$ cat src/rtl/core/vrra_pkg.sv
`default_nettype none

package vrra_pkg;

   // Fixed field widths
   localparam int LEN_W    = 21;
   localparam int STATUS_W = 2;

   // Default configuration
   localparam int              RING_DEPTH_DEF   = 16;
   localparam longint unsigned REGION_BYTES_DEF = 64'd1048576;
   localparam int              IDX_W_DEF        = $clog2(RING_DEPTH_DEF);

   // Result status codes
   typedef enum logic [STATUS_W-1:0] {
      STAT_OK         = 2'd0,
      STAT_TOO_LONG   = 2'd1,
      STAT_WALK_BOUND = 2'd2
   } status_type;

   // Allocation sequencer states
   typedef enum logic [2:0] {
      ST_IDLE,
      ST_RD_HEAD,
      ST_RD_TAIL,
      ST_WALK,
      ST_COMMIT
   } state_type;

endpackage

`default_nettype wire

$ cat src/rtl/core/vrra_req_if.sv
`default_nettype none

interface vrra_req_if;
   import vrra_pkg::*;

   logic             valid;
   logic             ready;
   logic [LEN_W-1:0] record_length;

   modport source (output valid, output record_length, input ready);
   modport sink   (input valid, input record_length, output ready);
endinterface

`default_nettype wire

$ cat src/rtl/core/vrra_rsp_if.sv
`default_nettype none

interface vrra_rsp_if #(
   parameter int IDX_W = vrra_pkg::IDX_W_DEF
);
   import vrra_pkg::*;

   logic                valid;
   logic                ready;
   logic [LEN_W-1:0]    write_offset;
   logic [IDX_W-1:0]    head_index;
   logic [IDX_W-1:0]    tail_index;
   logic [STATUS_W-1:0] status;

   modport source (output valid, output write_offset, output head_index,
                   output tail_index, output status, input ready);
   modport sink   (input valid, input write_offset, input head_index,
                   input tail_index, input status, output ready);
endinterface

`default_nettype wire

$ cat src/rtl/core/vrra_ring_mem.sv
`default_nettype none

module vrra_ring_mem #(
   parameter int DEPTH = 16,
   parameter int IDX_W = 4,
   parameter int OFF_W = 21
) (
   input  wire logic             clock,
   input  wire logic             reset,
   input  wire logic [IDX_W-1:0] rd_addr,
   output logic      [OFF_W-1:0] rd_data,
   input  wire logic             wr_en,
   input  wire logic [IDX_W-1:0] wr_addr,
   input  wire logic [OFF_W-1:0] wr_data
);

   logic [OFF_W-1:0] mem [DEPTH];
   logic [DEPTH-1:0] valid_ff;
   logic [OFF_W-1:0] rd_data_ff;
   logic             rd_valid_ff;

   // Entry storage, one write and one registered read per cycle
   always_ff @(posedge clock) begin
      if (wr_en) begin
         mem[wr_addr] <= wr_data;
      end
      rd_data_ff <= mem[rd_addr];
   end

   // Written flags: an entry never written reads as zero
   always_ff @(posedge clock) begin
      if (reset) begin
         valid_ff    <= '0;
         rd_valid_ff <= 1'b0;
      end else begin
         if (wr_en) begin
            valid_ff[wr_addr] <= 1'b1;
         end
         rd_valid_ff <= valid_ff[rd_addr];
      end
   end

   assign rd_data = rd_valid_ff ? rd_data_ff : '0;

endmodule

`default_nettype wire

$ cat src/rtl/core/vrra_ctrl.sv
`default_nettype none

module vrra_ctrl #(
   parameter int              RING_DEPTH   = 16,
   parameter longint unsigned REGION_BYTES = 64'd1048576,
   parameter int              IDX_W        = 4,
   parameter int              OFF_W        = 21
) (
   input  wire logic                         clock,
   input  wire logic                         reset,
   // request side
   input  wire logic                         req_valid,
   output logic                              req_ready,
   input  wire logic [vrra_pkg::LEN_W-1:0]   req_length,
   // result side
   input  wire logic                         rsp_free,
   output logic                              done,
   output logic      [vrra_pkg::LEN_W-1:0]   res_offset,
   output logic      [IDX_W-1:0]             res_head,
   output logic      [IDX_W-1:0]             res_tail,
   output vrra_pkg::status_type              res_status,
   // ring memory
   output logic      [IDX_W-1:0]             rd_addr,
   input  wire logic [OFF_W-1:0]             rd_data,
   output logic                              wr_en,
   output logic      [IDX_W-1:0]             wr_addr,
   output logic      [OFF_W-1:0]             wr_data
);
   import vrra_pkg::*;

   localparam int AW     = ((OFF_W > LEN_W) ? OFF_W : LEN_W) + 1;
   localparam int STEP_W = $clog2(RING_DEPTH + 1);
   localparam logic [AW-1:0]     REGION_AW = AW'(REGION_BYTES);
   localparam logic [IDX_W-1:0]  LAST_IDX  = IDX_W'(RING_DEPTH - 1);
   localparam logic [STEP_W-1:0] LAST_STEP = STEP_W'(RING_DEPTH - 1);

   function automatic logic [IDX_W-1:0] ring_next(input logic [IDX_W-1:0] idx);
      ring_next = (idx == LAST_IDX) ? '0 : idx + 1'b1;
   endfunction

   // True when moving from 'from' to 'to' crosses 'mark', wrapped or not
   function automatic logic passes(input logic [OFF_W-1:0] from,
                                   input logic [OFF_W-1:0] mark,
                                   input logic [OFF_W-1:0] to);
      passes = ((from < mark) && (mark < to)) ||
               ((mark < from) && (mark < to) && (to < from));
   endfunction

   state_type         state_ff, state_in;
   logic [IDX_W-1:0]  head_ff, head_in;
   logic [IDX_W-1:0]  tail_ff, tail_in;
   logic [IDX_W-1:0]  cand_ff, cand_in;
   logic [STEP_W-1:0] steps_ff, steps_in;
   logic [LEN_W-1:0]  len_ff, len_in;
   logic [OFF_W-1:0]  head_off_ff, head_off_in;
   logic [OFF_W-1:0]  tail_off_ff, tail_off_in;
   logic [OFF_W-1:0]  insert_ff, insert_in;
   logic [OFF_W-1:0]  new_end_ff, new_end_in;
   logic              reject_ff, reject_in;
   status_type        status_ff, status_in;

   logic [AW-1:0]     len_aw;
   logic [AW-1:0]     head_off_aw;
   logic [AW-1:0]     sum_aw;
   logic [AW-1:0]     insert_aw;
   logic [IDX_W-1:0]  head_adv;
   logic [IDX_W-1:0]  tail_adv;

   // Control registers
   always_ff @(posedge clock) begin
      if (reset) begin
         state_ff <= ST_IDLE;
         head_ff  <= '0;
         tail_ff  <= '0;
      end else begin
         state_ff <= state_in;
         head_ff  <= head_in;
         tail_ff  <= tail_in;
      end
   end

   // Working registers
   always_ff @(posedge clock) begin
      cand_ff     <= cand_in;
      steps_ff    <= steps_in;
      len_ff      <= len_in;
      head_off_ff <= head_off_in;
      tail_off_ff <= tail_off_in;
      insert_ff   <= insert_in;
      new_end_ff  <= new_end_in;
      reject_ff   <= reject_in;
      status_ff   <= status_in;
   end

   // Arithmetic helpers
   assign len_aw      = AW'(len_ff);
   assign head_off_aw = AW'(rd_data);
   assign sum_aw      = head_off_aw + len_aw;
   assign insert_aw   = AW'(insert_ff);
   assign head_adv    = ring_next(head_ff);
   assign tail_adv    = (tail_ff == head_adv) ? ring_next(tail_ff) : tail_ff;

   // Next state and outputs
   always_comb begin
      state_in    = state_ff;
      head_in     = head_ff;
      tail_in     = tail_ff;
      cand_in     = cand_ff;
      steps_in    = steps_ff;
      len_in      = len_ff;
      head_off_in = head_off_ff;
      tail_off_in = tail_off_ff;
      insert_in   = insert_ff;
      new_end_in  = new_end_ff;
      reject_in   = reject_ff;
      status_in   = status_ff;
      rd_addr     = head_ff;
      wr_en       = 1'b0;
      done        = 1'b0;

      case (state_ff)
         ST_IDLE: begin
            rd_addr = head_ff;
            if (req_valid) begin
               len_in = req_length;
               if (AW'(req_length) > REGION_AW) begin
                  reject_in = 1'b1;
                  status_in = STAT_TOO_LONG;
                  state_in  = ST_COMMIT;
               end else begin
                  reject_in = 1'b0;
                  status_in = STAT_OK;
                  state_in  = ST_RD_HEAD;
               end
            end
         end
         ST_RD_HEAD: begin
            // head offset arrives; place record, wrap to zero past region end
            rd_addr     = tail_ff;
            head_off_in = rd_data;
            if (sum_aw > REGION_AW) begin
               insert_in  = '0;
               new_end_in = len_aw[OFF_W-1:0];
            end else begin
               insert_in  = rd_data;
               new_end_in = sum_aw[OFF_W-1:0];
            end
            state_in = ST_RD_TAIL;
         end
         ST_RD_TAIL: begin
            rd_addr = ring_next(tail_ff);
            if (passes(head_off_ff, rd_data, new_end_ff)) begin
               tail_off_in = rd_data;
               cand_in     = ring_next(tail_ff);
               steps_in    = STEP_W'(1);
               state_in    = ST_WALK;
            end else begin
               state_in = ST_COMMIT;
            end
         end
         ST_WALK: begin
            // one candidate entry per cycle
            rd_addr = ring_next(cand_ff);
            if (passes(tail_off_ff, new_end_ff, rd_data)) begin
               tail_in  = cand_ff;
               state_in = ST_COMMIT;
            end else if (steps_ff == LAST_STEP) begin
               tail_in   = head_ff;
               status_in = STAT_WALK_BOUND;
               state_in  = ST_COMMIT;
            end else begin
               tail_off_in = rd_data;
               cand_in     = ring_next(cand_ff);
               steps_in    = steps_ff + 1'b1;
            end
         end
         ST_COMMIT: begin
            if (rsp_free) begin
               done     = 1'b1;
               state_in = ST_IDLE;
               if (!reject_ff) begin
                  wr_en   = 1'b1;
                  head_in = head_adv;
                  tail_in = tail_adv;
               end
            end
         end
         default: begin
            state_in = ST_IDLE;
         end
      endcase
   end

   assign req_ready  = (state_ff == ST_IDLE);
   assign wr_addr    = head_adv;
   assign wr_data    = new_end_ff;
   assign res_offset = reject_ff ? '0 : insert_aw[LEN_W-1:0];
   assign res_head   = reject_ff ? head_ff : head_adv;
   assign res_tail   = reject_ff ? tail_ff : tail_adv;
   assign res_status = status_ff;

   // Checks
   walk_in_bound: assert property (@(posedge clock) disable iff (reset)
      (state_ff == ST_WALK) |-> (steps_ff < STEP_W'(RING_DEPTH)))
      else $error("tail walk ran past ring depth");

   done_needs_slot: assert property (@(posedge clock) disable iff (reset)
      done |-> (rsp_free && (state_ff == ST_COMMIT)))
      else $error("result issued without a free output slot");

   reject_no_write: assert property (@(posedge clock) disable iff (reset)
      (reject_ff && (state_ff == ST_COMMIT)) |-> !wr_en)
      else $error("rejected request modified the ring");

   tail_clear_of_head: assert property (@(posedge clock) disable iff (reset)
      (done && !reject_ff) |=> (tail_ff != head_ff))
      else $error("tail collides with head after allocation");

endmodule

`default_nettype wire

$ cat src/rtl/core/variable_record_ring_allocator_unit.sv
// Variable-length record ring allocator.
// req_chan carries one request: a record byte length. rsp_chan returns one
// result per request: the write offset in the region, the new head and tail
// ring indices, and a status (ok, length too long, tail walk bound hit).
// A request is taken only while the allocator is idle; ready drops until
// its result has been handed to the output register.
// Steps: an accepted length reads the head offset, then the tail offset,
// then, if the new end passes the tail, walks the tail over up to
// RING_DEPTH-1 entries, and commits; a rejected length goes to commit.
// The ring memory's single read port paces the walk (one end offset per cycle).
// The result sits in an output register, so the next request is accepted
// while it waits; if the receiver stalls longer, the following allocation
// holds in its commit step until the register frees, without losing data.
// Reset clears head, tail and per-entry written flags together: every
// ring entry reads as zero right away, no clearing pass is needed.
`default_nettype none

module variable_record_ring_allocator_unit #(
   parameter int              RING_DEPTH   = vrra_pkg::RING_DEPTH_DEF,
   parameter longint unsigned REGION_BYTES = vrra_pkg::REGION_BYTES_DEF
) (
   input  wire logic   clock,
   input  wire logic   reset,
   vrra_req_if.sink    req_chan,
   vrra_rsp_if.source  rsp_chan
);
   import vrra_pkg::*;

   localparam int IDX_W = $clog2(RING_DEPTH);
   localparam int OFF_W = $clog2(REGION_BYTES + 1);

   logic             done;
   logic             rsp_free;
   logic [LEN_W-1:0] res_offset;
   logic [IDX_W-1:0] res_head;
   logic [IDX_W-1:0] res_tail;
   status_type       res_status;
   logic [IDX_W-1:0] rd_addr;
   logic [OFF_W-1:0] rd_data;
   logic             wr_en;
   logic [IDX_W-1:0] wr_addr;
   logic [OFF_W-1:0] wr_data;

   logic             rsp_valid_ff, rsp_valid_in;
   logic [LEN_W-1:0] rsp_offset_ff;
   logic [IDX_W-1:0] rsp_head_ff;
   logic [IDX_W-1:0] rsp_tail_ff;
   status_type       rsp_status_ff;

   vrra_ctrl #(
      .RING_DEPTH   (RING_DEPTH),
      .REGION_BYTES (REGION_BYTES),
      .IDX_W        (IDX_W),
      .OFF_W        (OFF_W)
   ) u_ctrl (
      .clock      (clock),
      .reset      (reset),
      .req_valid  (req_chan.valid),
      .req_ready  (req_chan.ready),
      .req_length (req_chan.record_length),
      .rsp_free   (rsp_free),
      .done       (done),
      .res_offset (res_offset),
      .res_head   (res_head),
      .res_tail   (res_tail),
      .res_status (res_status),
      .rd_addr    (rd_addr),
      .rd_data    (rd_data),
      .wr_en      (wr_en),
      .wr_addr    (wr_addr),
      .wr_data    (wr_data)
   );

   vrra_ring_mem #(
      .DEPTH (RING_DEPTH),
      .IDX_W (IDX_W),
      .OFF_W (OFF_W)
   ) u_ring_mem (
      .clock   (clock),
      .reset   (reset),
      .rd_addr (rd_addr),
      .rd_data (rd_data),
      .wr_en   (wr_en),
      .wr_addr (wr_addr),
      .wr_data (wr_data)
   );

   // Output register
   assign rsp_free     = !rsp_valid_ff || rsp_chan.ready;
   assign rsp_valid_in = done ? 1'b1 : (rsp_chan.ready ? 1'b0 : rsp_valid_ff);

   always_ff @(posedge clock) begin
      if (reset) begin
         rsp_valid_ff <= 1'b0;
      end else begin
         rsp_valid_ff <= rsp_valid_in;
      end
   end

   always_ff @(posedge clock) begin
      if (done) begin
         rsp_offset_ff <= res_offset;
         rsp_head_ff   <= res_head;
         rsp_tail_ff   <= res_tail;
         rsp_status_ff <= res_status;
      end
   end

   assign rsp_chan.valid        = rsp_valid_ff;
   assign rsp_chan.write_offset = rsp_offset_ff;
   assign rsp_chan.head_index   = rsp_head_ff;
   assign rsp_chan.tail_index   = rsp_tail_ff;
   assign rsp_chan.status       = STATUS_W'(rsp_status_ff);

endmodule

`default_nettype wire

$ cat src/flat_wrapper.sv
// flat-port wrapper written by rule: the top's interface ports become plain ports
module variable_record_ring_allocator_unit_flat import vrra_pkg::*;
#(
   parameter int              RING_DEPTH   = vrra_pkg::RING_DEPTH_DEF,
   parameter longint unsigned REGION_BYTES = vrra_pkg::REGION_BYTES_DEF
)
  (clock, reset, req_chan_valid, req_chan_record_length, req_chan_ready, rsp_chan_valid, rsp_chan_write_offset, rsp_chan_head_index, rsp_chan_tail_index, rsp_chan_status, rsp_chan_ready);
  vrra_req_if req_chan_i ();
  vrra_rsp_if #(.IDX_W((IDX_W_DEF))) rsp_chan_i ();
  input  wire logic clock;
  input  wire logic reset;
  input wire logic [$bits(req_chan_i.valid)-1:0] req_chan_valid;
  input wire logic [$bits(req_chan_i.record_length)-1:0] req_chan_record_length;
  output wire logic [$bits(req_chan_i.ready)-1:0] req_chan_ready;
  output wire logic [$bits(rsp_chan_i.valid)-1:0] rsp_chan_valid;
  output wire logic [$bits(rsp_chan_i.write_offset)-1:0] rsp_chan_write_offset;
  output wire logic [$bits(rsp_chan_i.head_index)-1:0] rsp_chan_head_index;
  output wire logic [$bits(rsp_chan_i.tail_index)-1:0] rsp_chan_tail_index;
  output wire logic [$bits(rsp_chan_i.status)-1:0] rsp_chan_status;
  input wire logic [$bits(rsp_chan_i.ready)-1:0] rsp_chan_ready;
  assign req_chan_i.valid = req_chan_valid;
  assign req_chan_i.record_length = req_chan_record_length;
  assign req_chan_ready = req_chan_i.ready;
  assign rsp_chan_valid = rsp_chan_i.valid;
  assign rsp_chan_write_offset = rsp_chan_i.write_offset;
  assign rsp_chan_head_index = rsp_chan_i.head_index;
  assign rsp_chan_tail_index = rsp_chan_i.tail_index;
  assign rsp_chan_status = rsp_chan_i.status;
  assign rsp_chan_i.ready = rsp_chan_ready;
  variable_record_ring_allocator_unit #(.RING_DEPTH(RING_DEPTH), .REGION_BYTES(REGION_BYTES)) u_core (.clock(clock), .reset(reset), .req_chan(req_chan_i), .rsp_chan(rsp_chan_i));
endmodule
$ cat config.mk
export PLATFORM = sky130hd
export DESIGN_NAME = variable_record_ring_allocator_unit_flat
export DESIGN_NICKNAME = d
export VERILOG_FILES = /design/src/rtl/core/vrra_pkg.sv /design/src/rtl/core/vrra_req_if.sv /design/src/rtl/core/vrra_rsp_if.sv /design/src/rtl/core/vrra_ring_mem.sv /design/src/rtl/core/vrra_ctrl.sv /design/src/rtl/core/variable_record_ring_allocator_unit.sv /design/src/flat_wrapper.sv
export SDC_FILE = /design/constraint.sdc
export NUM_CORES = 1
export LEC_CHECK = 0
export BUFFER_PORTS_ARGS = -buffer_cell sky130_fd_sc_hd__buf_4
export CAP_MARGIN = 20
export CORE_ASPECT_RATIO = 1.4
export CORE_UTILIZATION = 60
export CTS_CLUSTER_DIAMETER = 50
export DETAILED_ROUTE_END_ITERATION = 10
export PLACE_DENSITY = 0.77
export SLEW_MARGIN = 20
export SYNTH_ARGS = -nofsm -noshare
export SYNTH_HDL_FRONTEND = slang
export SYNTH_HIERARCHICAL = 1
export SYNTH_SLANG_ARGS = --single-unit
$ cat constraint.sdc
create_clock -name clock -period 4.5 [get_ports clock]
set_clock_uncertainty 0.2 [all_clocks]
set_input_delay 0 -clock clock [delete_from_list [all_inputs] [get_ports clock]]
set_output_delay 0 -clock clock [all_outputs]
set_load 0.05 [all_outputs]
; Word level (Yosys, flattened, before mapping)
; Memory sizes are Yosys's and may differ from the RTL's. A register that Yosys moved wholly into a read port is not among the register bits.
; Cells that the tools add are included.
[totals]
reg_bits = 177
ramBits = 336
rom_bits = 0
elab_cells = 128
mem_count = 1
output_inout_bits = 33
latch_bits = 0
[mem_list]
columns = name, depth, width, rd, rd_clocked_by_memory_dff, wr, line
row1 = u_core.u_ring_mem.mem, 16, 21, 1, 1, 1, vrra_ring_mem.sv:17  ; logic [OFF_W-1:0] mem [DEPTH];
[op_classes]
order_cmp = 13
muxes = 51
bitwise_logic = 1
shift = 0
eq_ne = 16
add_sub_neg = 5
multipliers = 0
div_mod_pow = 0
n_reduce_logical = 22
[op_table]
columns = op, n
row1 = $lt A21 B21 Y1, 8
row2 = $mux W21, 5
row3 = $mux W4, 12
row4 = $pmux W21 S2, 1
row5 = $add A21 B21 Y22, 1
row6 = $gt A22 B21 Y1 const B, 1
row7 = $gt A21 B21 Y1 const B, 1
row8 = $mux W3, 6
row9 = $or A16 B16 Y16, 1
row10 = $pmux W4 S2, 2
row11 = $mux W5, 3
row12 = $pmux W3 S5, 1
row13 = $mux W1, 13
row14 = $add A4 B1 Y4 const B, 3
row15 = $eq A4 B4 Y1 const B, 3
row16 = $pmux W4 S3, 1
row17 = $lt A4 B5 Y1 const B, 2
row18 = $ne A2 B2 Y1 const B, 5
row19 = $pmux W5 S2, 1
row20 = $reduce_and A4 Y1, 2
row21 = $reduce_bool A2 Y1, 4
row22 = $logic_and A1 B1 Y1, 7
row23 = $eq A3 B2 Y1 const B, 2
row24 = $mux W2, 3
row25 = other kinds (16), 20

; Depth between registers and ports, before layout
; Gate-level depths: netlist of run 1.
[logic_depth]
word_depth = 7
mapped_depth = 15
depth_no_buf = 13

; Hierarchy
; Netlist of run 1, hierarchy kept.
[modules_own_cells]
columns = mod, n_inst, cells_per_inst, area_each_um2
row1 = vrra_ring_mem, 1, 621, 14036.0
row2 = vrra_ctrl, 1, 878, 8993.6
row3 = variable_record_ring_allocator_unit, 1, 35, 977.2

; Worst setup path after synthesis of run 1
; No wires, ideal clock.
[synth_timing]
kind = flip-flop to flip-flop
startpoint = register u_core.u_ring_mem.rd_valid_ff
endpoint = register u_core.u_ctrl.new_end_ff[14] (netlist: u_core/u_ctrl/wr_data[14]), data pin
path_stages_with_launch = 16
required_ps = 4038
synth_period_minus_slack_ps = 3917
arrival_ps = 3455
setup_ps = 262
slack_ps = 583
cell_sequence = dfxtp_1 clkbuf_1 and2_1 ha_1 inv_1 fa_1 nor2b_1 o2111ai_1 a211oi_1 a211oi_1 or2_2 a2111o_1 nor4_4 a21o_4 buf_8 mux2_1
[synth_via]
elab_chain_len = 4
[synth_rtl]
columns = element, line
row1 = "start, declared", vrra_ring_mem.sv:20  ; logic rd_valid_ff;
row2 = "start signal, assigned", vrra_ring_mem.sv:39  ; rd_valid_ff <= valid_ff[rd_addr];
row3 = $mux W21 (*), vrra_ring_mem.sv:43  ; assign rd_data = rd_valid_ff ? rd_data_ff : '0;
row4 = via u_core.rd_data[0], variable_record_ring_allocator_unit.sv:39  ; logic [OFF_W-1:0] rd_data;
row5 = $add A21 B21 Y22 (*), vrra_ctrl.sv:98  ; assign sum_aw = head_off_aw + len_aw;
row6 = $gt A22 B21 Y1, vrra_ctrl.sv:141  ; if (sum_aw > REGION_AW) begin
row7 = $mux W21 (*), vrra_ctrl.sv:141
row8 = "end signal, assigned", vrra_ctrl.sv:90  ; new_end_ff <= new_end_in;
row9 = "end, declared", vrra_ctrl.sv:58  ; logic [OFF_W-1:0] new_end_ff, new_end_in;
; The timed path passes the listed nets; every way through them passes the cells marked *.
; A chain may end at the register's enable or synchronous reset.

; Worst setup path after layout of run 1
; Ends and elaborated chain as after synthesis.

==> key figures, run 1 <==
Synth
  – Avg Inst Size Synth: between 15 and 20 um2
  – Post-synth EDFFs: between 400 and 500
  – Syn Inst Count: 1534
  – Complex-gate fraction of the synthesized area: under 10%
  – Seq/Total Area, Yosys: 64.7%
  – Main synth FF type: edfxtp_1
  – Distinct cells, synth: 74
  – Post-synthesis mux area share: 10.3%
  – Yosys warns: 6
  – Post-synth ARST share: 0%
  – Syn nets: 1689
  – Synth Area in Adders: 6.81%
  – Simple-gate share of the synthesized area: 7.04%
  – Main combinational cell family by area after synthesis: multiplexers
  – Synthesized flop and latch total: 534
  – Post-Syn Area: 0.0240 mm2
  – Post-synthesis xor/xnor area fraction: 0.803%

STA
  – Final setup vio count: 0
  – Min Tclk post-route: 4.35 ns
  – Final Hold Fails: 0
  – Fin crit share: 96.6%
  – Worst slew pin tran: between 0.9 and 1 ns
  – Slew margin rel.: 35.6%
  – Max-slew violations: 0
  – RSZ-0062 raised after global routing: false
  – Max Freq: between 200 and 250 MHz
  – Setup TNS: 0 ns

Placed design
  – Gp weighted congestion: 0.921
  – Dpl cells: 2130
  – Number of port buffers: 57
  – Final HPWL DP: ~35000 um

Floorplan
  – Die area: 0.0408 mm2
  – Starting Density: 61.0%
  – Row count: 86
  – Die Width: 171 um
  – # IOs: between 50 and 60
  – Die Y: about 240 um
  – Core footprint: 0.0394 mm2

Route
  – 1st-pass router iterations: 5
  – Total number of vias: 14065
  – Starting DRT DRC Count: 1059
  – # DRC: 0
  – Wirelength, routed: 55000 um
  – Detail Route Antenna Nets: 0
  – Detail-routed net length per standard cell: 24.2 um
  – Vias per cell: 6.19

Power and ir drop
  – Pwr Total: 10.5 mW
  – Power density cells: approximately 380 mW/mm2
  – Worst vdd ir: between 0.3 and 0.4 mV
  – LEAKAGE: 9.98 nW

Layout
  – Area Growth Syn to Fin: 14.6%
  – Final core occ: 69.8%
  – Nets: about 1900
  – Filler cells: about 2600
  – Register area: 0.0155 mm2
  – Highest-count cells in the layout ignoring fill and taps: 484 x edfxtp_1, 129 x ha_1, 117 x buf_4, 89 x inv_1, 71 x nand2_1
  – Share of layout cells above drive strength 1: 18.2%
  – Final std cells w/o fill: 2271
  – Commonest non-fill, non-tap cell in the layout: edfxtp_1
  – Multi-input logic area: just under 0.008 mm2

Clock network
  – Clock latency on the worst-skew pair: 0.59 ns
  – Sink Count: 534
  – Total CTS buffers: 49
  – CTS max path bufs: 3
  – Htree depth: 2
  – CTS clk-pin slew, worst paths: 0.07 ns
  – Clock Tree Root: clkbuf_16
  – CTS tree: done

Critical path
  – Critical path's top delay family: compound AO/OA/AOI/OAI gates
  – Crit path max fanout: 11
  – R2R setup slack: 0.15 ns
  – Worst-path cell chain: and2_1 -> ha_1 -> a21o_1 -> a31o_2 -> o21ai_0 -> and3_1 -> nor3_1 -> a2111o_1 -> nor4_4 -> buf_4 -> a21o_4 -> mux2_1
  – CP max stage cell: o21ai_0
  – Reg-to-Reg Start: u_core/u_ring_mem/rd_valid_ff$_SDFF_PP0_
  – Worst path arrival time: 4.47 ns
  – Reg2reg end: u_core/u_ctrl/wr_data[14]$_DFFE_PN_
  – CP bufs+invs: 1
  – Worst Reg-to-Reg Cells: 12
  – Startpoint types: flop
  – WS Path Type: flop to flop
  – CP Capture Type: flop
  – Delay of the slowest critical-path stage: 0.69 ns
  – Worst EP required: 4.62 ns

Worst hold path
  – Hold path startpoint: reset
  – Min-Delay Endpoint: u_core/u_ring_mem/valid_ff[10]$_SDFFE_PP0P_
  – HP Class: input port to flop
  – Hold Crit Depth: 3

Global routing
  – Gr usage total: 27.8%
  – First-pass GRT wire length: 82700 um
  – Vias in the first global route: 14402
  – Largest net degree at the start of global routing: between 90 and 100
  – Total global routing overflow: 0
  – Initial antenna violation count: 3

Run status
  – Status: complete, no violations

Job
  – Max-Cap Viols: 0
Yosys cell counts (9+ instances only):
library cell	n	area share, %
and2_1	48	1.3
mux2i_1	11	0.46
a21oi_1	69	1.4
nand2_1	71	1.1
a211oi_1	11	0.34
ha_1	129	6.7
o211ai_1	9	0.28
o21ai_0	42	0.88
nor2_1	76	1.2
mux2_4	10	0.63
mux4_2	52	4.9
xor2_1	9	0.33
nor2b_1	31	0.81
mux2_2	10	0.47
a221o_1	23	0.96
mux4_1	34	3.7
xnor2_1	13	0.47
nand3_1	19	0.40
clkbuf_1	32	0.50
dfxtp_1	50	4.2
nor3_1	18	0.38
inv_1	90	1.4
a21o_1	19	0.59
edfxtp_1	484	61
nand4_1	17	0.44
a22o_1	22	0.80
cells by family after synthesis:
family,count (synthesis)
and+or+nand+nor,327
adders and majority gates,130
xor gates and xnor gates,22
DFF,534
AOI/OAI and AO/OA,257
muxes,121
buffers and inverters,143
routing by layer:
layer	up-vias	global-route usage, %	part of all wire [%]
met5	-	0	0
met4	0	13.5	5.0
met3	137	3.10	5.1
met2	534	48.5	52
met1	7030	34.3	38
li1	6364	-	-
through the flow:
stage / hold slack (ns) / setup slack (ns) / area, um2
final: 0.154 / 0.155 / 27500
after global routing: 0.169 / 0.0274 / 27500
after CTS: 0.136 / 0.0148 / 27500
after detailed placement: -0.0106 / 0.0377 / 25400
after global placement: -0.0119 / 0.211 / 25400
after floorplan: -0.138 / 0.583 / 24000
power by group:
| part | switching, mW | internal [mW] | leakage, nW |
|---|---|---|---|
| Clock | 1.83 | 2.31 | 0.802 |
| Combinational | 0.417 | 0.325 | 4.37 |
| Sequential | 0.0950 | 5.50 | 4.81 |
layout make-up:
type | count | share of cell area, %
Clock inverter | 30 | 1.01
Antenna cell | 1 | 0.00910
Clock buffer | 60 | 4.87
Timing Repair Buffer | 168 | 5.20
Inverter | 91 | 1.24
Tap cell | 528 | 2.40
Sequential cell | 534 | 56.5
Multi-Input combinational cell | 859 | 28.8
flip-flops by register name, indices dropped and copies added (netlist names), 5 cells and up:
register / flops
u_core/rsp_chan.write_offset: 21
u_core/u_ctrl/head_off_ff: 21
u_core/u_ctrl/insert_ff: 21
u_core/u_ctrl/len_ff: 21
u_core/u_ctrl/steps_ff: 5
u_core/u_ctrl/tail_off_ff: 21
u_core/u_ctrl/wr_data: 21
u_core/u_ring_mem/mem: 336
u_core/u_ring_mem/rd_data_ff: 21
u_core/u_ring_mem/valid_ff: 16
worst min-delay path: cells and delay by family:
family,cells,cell delay (ns)
buffers and inverters,2,0.77
AND/OR/NAND/NOR,1,0.12
what timing repair did:
| item | CTS | global route |
|---|---|---|
| hold buffers | 47 | 0 |
| gates resized for setup | 0 | 3 |
| setup buffers | 0 | 1 |
| hold endpoints to repair | 74 | 0 |
| setup endpoints to repair | 0 | 18 |
worst max-delay path by stage:
stage | start | endpoint | slack (ns) | depth (start not counted)
finish | u_core/u_ring_mem/rd_valid_ff$_SDFF_PP0_ | u_core/u_ctrl/wr_data[14]$_DFFE_PN_ | 0.15 | 12
CTS | u_core/u_ring_mem/rd_valid_ff$_SDFF_PP0_ | u_core/u_ctrl/wr_data[14]$_DFFE_PN_ | 0.01 | 13
global route | u_core/u_ring_mem/rd_valid_ff$_SDFF_PP0_ | u_core/u_ctrl/wr_data[14]$_DFFE_PN_ | 0.03 | 14
floorplan | u_core/u_ring_mem/rd_valid_ff$_SDFF_PP0_ | u_core/u_ctrl/wr_data[14]$_DFFE_PN_ | 0.58 | 15
detailed placement | u_core/u_ring_mem/rd_valid_ff$_SDFF_PP0_ | u_core/u_ctrl/wr_data[14]$_DFFE_PN_ | 0.04 | 13
global placement | u_core/u_ring_mem/rd_valid_ff$_SDFF_PP0_ | u_core/u_ctrl/wr_data[14]$_DFFE_PN_ | 0.21 | 13
Power figures use the tool's default switching activity.
==> run 2, diff against run 1 <==
- PLACE_DENSITY: 0.77 -> 0.88
- SETUP_SLACK_MARGIN: default -> 0.05
==> key figures, run 2 (same netlist as run 1, synthesis figures left out) <==
Floorplan
  – Core footprint: 0.0394 mm2 (unchanged)
  – Row count: 86 (unchanged)
  – # IOs: 58 (unchanged)
  – Die Y: 239 um (unchanged)
  – Die area: 0.0408 mm2 (unchanged)
  – Die Width: 171 um (unchanged)
  – Starting Density: 61.0% (unchanged)

Power and ir drop
  – Worst vdd ir: 0.347 mV (+11%)
  – Pwr Total: 10.7 mW (+2.3%)
  – LEAKAGE: 9.97 nW (-0.14%)
  – Power density cells: 389 mW/mm2 (+2.2%)

Critical path
  – Worst path arrival time: 4.44 ns (-0.03 ns)
  – Worst Setup SP: u_core/u_ring_mem/rd_valid_ff$_SDFF_PP0_
  – Worst EP required: 4.63 ns (about the same)
  – Reg-to-Reg Start: u_core/u_ring_mem/rd_valid_ff$_SDFF_PP0_
  – CP bufs+invs: 2 (+1)
  – Worst Reg-to-Reg Cells: 14 (+2)
  – Cell mode on critical path: a211oi_1
  – CP Capture Type: flop
  – WS Path Type: flop to flop
  – Delay of the slowest critical-path stage: 0.43 ns (-0.26 ns)
  – CP max stage cell: dfxtp_2
  – Crit path max fanout: 14 (+3)
  – R2R setup slack: 0.19 ns (+0.03 ns)
  – Critical path's top delay family: compound AO/OA/AOI/OAI gates
  – Worst-path cell chain: and2_1 -> ha_1 -> inv_1 -> fa_1 -> nor2b_1 -> o2111ai_2 -> a211oi_1 -> a211oi_1 -> or2_2 -> a2111o_1 -> nor4_4 -> buf_4 -> a21o_4 -> mux2_4
  – Startpoint types: flop
  – Reg2reg end: u_core/u_ctrl/wr_data[2]$_DFFE_PN_

Global routing
  – Initial antenna violation count: 4 (+1)
  – First-pass GRT wire length: 89100 um (+7.7%)
  – Total global routing overflow: 0 (unchanged)
  – Vias in the first global route: 15064 (+4.6%)
  – Largest net degree at the start of global routing: 43 (-53%)
  – Gr usage total: 30.1% (+2.3 points)

Route
  – Vias per cell: 6.53 (+5.4%)
  – 1st-pass router iterations: 6 (+1)
  – Starting DRT DRC Count: 1573 (+49%)
  – Wirelength, routed: 60100 um (+9.3%)
  – Detail-routed net length per standard cell: 26.5 um (+9.5%)
  – Detail Route Antenna Nets: 0 (unchanged)
  – Total number of vias: 14796 (+5.2%)
  – # DRC: 0 (unchanged)

Worst hold path
  – HP Class: input port to flop
  – Min-Delay Endpoint: u_core/u_ring_mem/valid_ff[3]$_SDFFE_PP0P_
  – Hold path startpoint: reset
  – Hold Crit Depth: 3 (unchanged)

Placed design
  – Number of port buffers: 57 (unchanged)
  – Gp weighted congestion: 0.991 (+7.6%)
  – Final HPWL DP: 36200 um (+3.6%)

STA
  – Min Tclk post-route: 4.31 ns (-0.0315 ns)
  – RSZ-0062 raised after global routing: false
  – Final setup vio count: 0 (unchanged)
  – Hold_ws: 0.167 ns (+0.0132 ns)
  – Fin crit share: 95.9% (-0.70 points)
  – Max Freq: 232 MHz (+0.73%)
  – Max-slew violations: 0 (unchanged)
  – Final Hold Fails: 0 (unchanged)
  – Slew margin rel.: 39.2% (+3.5 points)
  – Setup TNS: 0 ns (unchanged)
  – Worst slew pin tran: 0.903 ns (-0.0579 ns)

Clock network
  – Sink Count: 534 (unchanged)
  – Total CTS buffers: 47 (-4.1%)
  – Clock latency on the worst-skew pair: 0.59 ns (about the same)
  – Clock Tree Root: clkbuf_16
  – CTS max path bufs: 3 (unchanged)
  – CTS tree: done
  – Htree depth: 2 (unchanged)
  – CTS clk-pin slew, worst paths: 0.07 ns (about the same)

Layout
  – Nets: 1852 (-0.32%)
  – Share of layout cells above drive strength 1: 18.1% (-0.11 points)
  – Largest Register: u_core/u_ring_mem/mem
  – Area Growth Syn to Fin: 14.7% (about the same)
  – Commonest non-fill, non-tap cell in the layout: edfxtp_1
  – Max reg flops: 336 (unchanged)
  – Final core occ: 69.9% (about the same)
  – Highest-count cells in the layout ignoring fill and taps: 484 x edfxtp_1, 129 x ha_1, 116 x buf_4, 89 x inv_1, 71 x nand2_1

Run status
  – Status: complete, no violations

Job
  – Max-Cap Viols: 0 (unchanged)
## run 2: cell types whose count changed in the layout (fill, tap and decap cells not counted), sizes merged
cell and change:
clkinv -15, bufinv +5, clkinvlp +5, buf -2, diode +2, inv +2
a21o -1, clkbuf +1, dlygate4sd3 -1
## run 2: tightest hold or removal path: cells and delay by family
kind	cells	cell delay [ns]
buf+inv	2	0.77
simple gates	1	0.12
## run 2: cell type report
class | instances | area [um2]
multi-input combinational | 858 | 7900
clock inverter | 27 | 368
antenna | 3 | 7.51
tap | 528 | 661
inverter | 91 | 342
timing repair buffer | 165 | 1390
fill | 2354 | 11900
clock buffer | 61 | 1320
sequential | 534 | 15500
## run 2: how the worst max path moves through the flow
stage | slack, ns | to | cells past startpoint
6_report | 0.19 | u_core/u_ctrl/wr_data[2]$_DFFE_PN_ | 14
5_1_grt | 0.07 | u_core/u_ctrl/wr_data[2]$_DFFE_PN_ | 14
4_1_cts | 0.13 | u_core/u_ctrl/wr_data[13]$_DFFE_PN_ | 13
3_5_place_dp | 0.17 | u_core/u_ctrl/wr_data[13]$_DFFE_PN_ | 13
3_3_place_gp | 0.29 | u_core/u_ctrl/wr_data[13]$_DFFE_PN_ | 13
2_1_floorplan | 0.58 | u_core/u_ctrl/wr_data[14]$_DFFE_PN_ | 15
## run 2: power by group
part | total, mW | switching [mW] | internal, mW
combinational | 0.747 | 0.429 | 0.317
clock | 4.37 | 1.83 | 2.55
sequential | 5.60 | 0.102 | 5.50
## run 2: stage by stage
stage               std cells  setup WS, ns  cell area [um2]
CTS                      2262         0.129            27500
global route             2264        0.0661            27500
detailed placement       2128         0.170            25300
finish                   2267         0.186            27500
global placement         2128         0.294            25300
floorplan                1534         0.583            24000
## run 2: what timing repair did
item / 4_1_cts / 5_1_grt
hold buffers: 46 / 0
endpoints found under the setup margin: 0 / 27
endpoints found under the hold margin: 74 / 0
resized for setup: 0 / 3
buffers inserted: 0 / 1
## run 2: metal layers
metal | global-route usage (%) | vias up | wire (um)
met5 | 0 | - | 13
met4 | 18.5 | 2 | 4000
met3 | 4.45 | 269 | 4950
met2 | 51.3 | 936 | 30700
met1 | 35.8 | 7244 | 20400
li1 | - | 6345 | -
==> run 3, diff against run 2 <==
- ABC_AREA: default -> 1
==> key figures, run 3 <==
Global routing
  – First-pass GRT wire length: 103000 um (+16%)
  – Largest net degree at the start of global routing: 130 (+200%)
  – Total global routing overflow: 0 (unchanged)
  – Vias in the first global route: 19616 (+30%)
  – Initial antenna violation count: 0 (-4)
  – Gr usage total: 31.7% (+1.6 points)

Critical path
  – WS Path Type: flop to flop
  – Startpoint types: flop
  – Worst-path cell chain: nand2_1 -> inv_1 -> ha_1 -> inv_1 -> fa_1 -> inv_1 -> nand3_1 -> nand2_1 -> nand2_1 -> nand2_1 -> nand2_1 -> nand2_1 -> nand2_1 -> nand2_1 -> nand2_1 -> nand2_1 -> nand4_2 -> buf_4 -> a21oi_1
  – Worst EP required: 4.62 ns (about the same)
  – Crit path max fanout: 20 (+6)
  – Reg2reg end: u_core/u_ctrl/insert_ff[7]$_SDFFCE_PP0N_
  – Worst path arrival time: 4.23 ns (-0.21 ns)
  – R2R setup slack: 0.39 ns (+0.21 ns)
  – Delay of the slowest critical-path stage: 0.43 ns (about the same)
  – Reg-to-Reg Start: u_core/u_ring_mem/rd_valid_ff$_SDFF_PP0_
  – CP Capture Type: flop
  – Worst Reg-to-Reg Cells: 19 (+5)
  – CP max stage cell: dfxtp_1
  – Cell mode on critical path: nand2_1

Power and ir drop
  – Comb power frac: 15.0% (+8.0 points)
  – Power density cells: 420 mW/mm2 (+7.9%)
  – Sequential share of power: 49.0% (-3.2 points)
  – Power share of the clock group: 36.0% (-4.8 points)
  – Worst vdd ir: 0.412 mV (+19%)
  – Internal power: 8.67 mW (+3.8%)
  – LEAKAGE: 11.4 nW (+14%)
  – Switch share: 27.4% (+5.4 points)
  – Switching Power: 3.28 mW (+39%)

STA
  – Worst slew pin tran: 0.826 ns (-0.0774 ns)
  – Max Freq: 243 MHz (+5.0%)
  – Min Tclk post-route: 4.11 ns (-0.206 ns)
  – Final setup vio count: 0 (unchanged)
  – Max-slew violations: 0 (unchanged)
  – Final Hold Fails: 0 (unchanged)
  – RSZ-0062 raised after global routing: false
  – Hold_ws: 0.137 ns (-0.0302 ns)
  – Slew margin rel.: 45.0% (+5.8 points)
  – Fin crit share: 91.3% (-4.6 points)
  – Setup TNS: 0 ns (unchanged)

Synth
  – Yosys warns: 6 (unchanged)
  – Seq/Total Area, Yosys: 61.6% (-3.1 points)
  – Syn Inst Count: 2459 (+60%)
  – Commonest cells post-synth: 484 x edfxtp_1, 420 x nand2_1, 330 x nor2_1
  – Post-synth EDFFs: 484 (unchanged)
  – Avg Inst Size Synth: 10.3 um2 (-34%)
  – Synthesized flop and latch total: 534 (unchanged)
  – Synth area leader: edfxtp_1
  – Most numerous cell in the Yosys netlist: edfxtp_1
  – Main synth FF type: edfxtp_1
  – Post-synth ARST share: 0% (unchanged)
  – Distinct cells, synth: 41 (-45%)
  – Synth top area share: 57.6% (-2.9 points)
  – Post-Syn Area: 0.0252 mm2 (+5.1%)
  – Top post-synthesis cells by area: edfxtp_1 58%, ha_1 6.4%, nand2_1 6.3%
  – Syn nets: 2614 (+55%)

Placed design
  – Final HPWL DP: 41700 um (+15%)
  – Number of port buffers: 57 (unchanged)
  – Gp weighted congestion: 0.998 (+0.78%)

Worst hold path
  – Hold Crit Depth: 3 (unchanged)
  – Min-Delay Endpoint: u_core/u_ring_mem/valid_ff[2]$_SDFFE_PP0P_
  – Hold path startpoint: reset
  – HP Class: input port to flop

Floorplan
  – # IOs: 58 (unchanged)
  – Die Y: 245 um (+2.5%)
  – Die Width: 175 um (+2.5%)
  – Starting Density: 61.1% (+0.12 points)
  – Die area: 0.0429 mm2 (+5.0%)
  – Core footprint: 0.0413 mm2 (+4.8%)
  – Row count: 88 (+2.3%)

Route
  – Total number of vias: 19047 (+29%)
  – # DRC: 0 (unchanged)
  – Wirelength, routed: 66800 um (+11%)
  – Detail-routed net length per standard cell: 21.3 um (-20%)
  – 1st-pass router iterations: 7 (+1)
  – Detail Route Antenna Nets: 0 (unchanged)
  – Starting DRT DRC Count: 2169 (+38%)
  – Vias per cell: 6.06 (-7.1%)

Clock network
  – CTS max path bufs: 3 (unchanged)
  – Clock Tree Root: clkbuf_16
  – # resized after CTS: 0 (unchanged)
  – Clock latency on the worst-skew pair: 0.58 ns (about the same)
  – CTS tree: done
  – Sink Count: 534 (unchanged)
  – Htree depth: 2 (unchanged)
  – CTS clk-pin slew, worst paths: 0.07 ns (about the same)
  – Total CTS buffers: 49 (+4.3%)

Layout
  – Max reg flops: 336 (unchanged)
  – Area Growth Syn to Fin: 12.8%
  – Commonest non-fill, non-tap cell in the layout: edfxtp_1
  – Share of layout cells above drive strength 1: 8.34% (-9.7 points)
  – Nets: 2716 (+47%)
  – # diodes: 0 (-3)
  – Largest Register: u_core/u_ring_mem/mem
  – Highest-count cells in the layout ignoring fill and taps: 484 x edfxtp_1, 420 x nand2_1, 319 x nor2_1, 317 x inv_1, 200 x o21ai_0
  – Filler cells: 2671 (+13%)

Job
  – Max-Cap Viols: 0 (unchanged)

Run status
  – Status: complete, no violations
-- run 3: cell count changes after synthesis, sizes merged, moves of 31 or more --
| cell | change |
|---|---|
| buf | +32 |
| nor2 | +258 |
| a21oi | +61 |
| o21ai | +172 |
| inv | +231 |
| nor2b | -31 |
| mux4 | -86 |
| nand2 | +353 |
| and2 | -47 |
| o211ai | +75 |
| nand3 | +102 |
-- run 3: final cells by class --
type	instances	area (um2)	share of cell area [%]
repair buffers	142	1230	4.33
clock buffers	72	1470	5.16
flip-flops and latches	534	15500	54.6
inverters	322	1210	4.25
well taps	540	676	2.38
clock inverters	19	216	0.761
multi-input cells	1512	8100	28.5
-- run 3: cells by family after synthesis --
family / Yosys count / synth area share [%]
AO/OA/AOI/OAI: 447 / 9.90
XOR/XNOR: 2 / 0.0695
adder cells (fa/ha/maj): 130 / 6.48
AND/OR/NAND/NOR: 933 / 15.1
buffers and inverters: 413 / 6.82
flip-flops: 534 / 61.6
-- run 3: layer usage --
metal / share of wire [%] / vias to the layer above / track usage, %
met2: 50 / 1190 / 54.9
met4: 7.8 / 0 / 24.6
met1: 33 / 8914 / 34.4
li1: - / 8609 / -
met3: 9.1 / 334 / 5.13
met5: 0 / - / 0
-- run 3: stage by stage --
stage | util (%) | std cells | setup slack, ns | instance area, um2 | power, mW
after floorplan | - | 2459 | 0.193 | 25200 | 7.10
after global placement | 63.7 | 3004 | 0.719 | 26300 | 7.53
after detailed placement | 63.7 | 3004 | 0.602 | 26300 | 7.63
after CTS | 68.9 | 3141 | 0.565 | 28400 | 11.9
after global routing | 68.9 | 3141 | 0.218 | 28400 | 12.3
final | 68.9 | 3141 | 0.392 | 28400 | 12.0
-- run 3: worst max path at each step --
| stage | from | to | slack [ns] | cells after the start |
|---|---|---|---|---|
| finish | u_core/u_ring_mem/rd_valid_ff$_SDFF_PP0_ | u_core/u_ctrl/insert_ff[7]$_SDFFCE_PP0N_ | 0.39 | 19 |
| floorplan | u_core/rsp_chan.valid$_SDFFE_PP0P_ | u_core/u_ring_mem/mem[2][0]$_DFFE_PP_ | 0.19 | 7 |
| CTS | u_core/u_ring_mem/rd_valid_ff$_SDFF_PP0_ | u_core/u_ctrl/wr_data[1]$_DFFE_PN_ | 0.56 | 20 |
| detailed placement | u_core/u_ring_mem/rd_valid_ff$_SDFF_PP0_ | u_core/u_ctrl/wr_data[3]$_DFFE_PN_ | 0.60 | 20 |
| global route | u_core/u_ring_mem/rd_valid_ff$_SDFF_PP0_ | u_core/u_ctrl/wr_data[4]$_DFFE_PN_ | 0.22 | 20 |
| global placement | u_core/u_ring_mem/rd_valid_ff$_SDFF_PP0_ | u_core/u_ctrl/wr_data[14]$_DFFE_PN_ | 0.72 | 20 |
-- run 3: power groups by stage --
stage	Clock, mW	Combinational (mW)	Sequential, mW
final	4.31	1.79	5.85
after global routing	4.51	1.97	5.86
after CTS	4.33	1.75	5.84
after detailed placement	0	1.69	5.94
after global placement	0	1.60	5.93
after floorplan	0	1.16	5.94
-- run 3: what timing repair did --
item                      CTS  global route
hold buffers               46             0
setup buffers               0             0
hold endpoints to repair   76             0
-- run 3: critical path, delay by kind of cell, from the launching register on --
kind,cells,cell delay (ns)
AO/OA/AOI/OAI,1,0.41
flip-flops,1,0.43
AND/OR/NAND/NOR,12,1.46
adder cells (fa/ha/maj),2,0.61
buffers and inverters,4,0.72
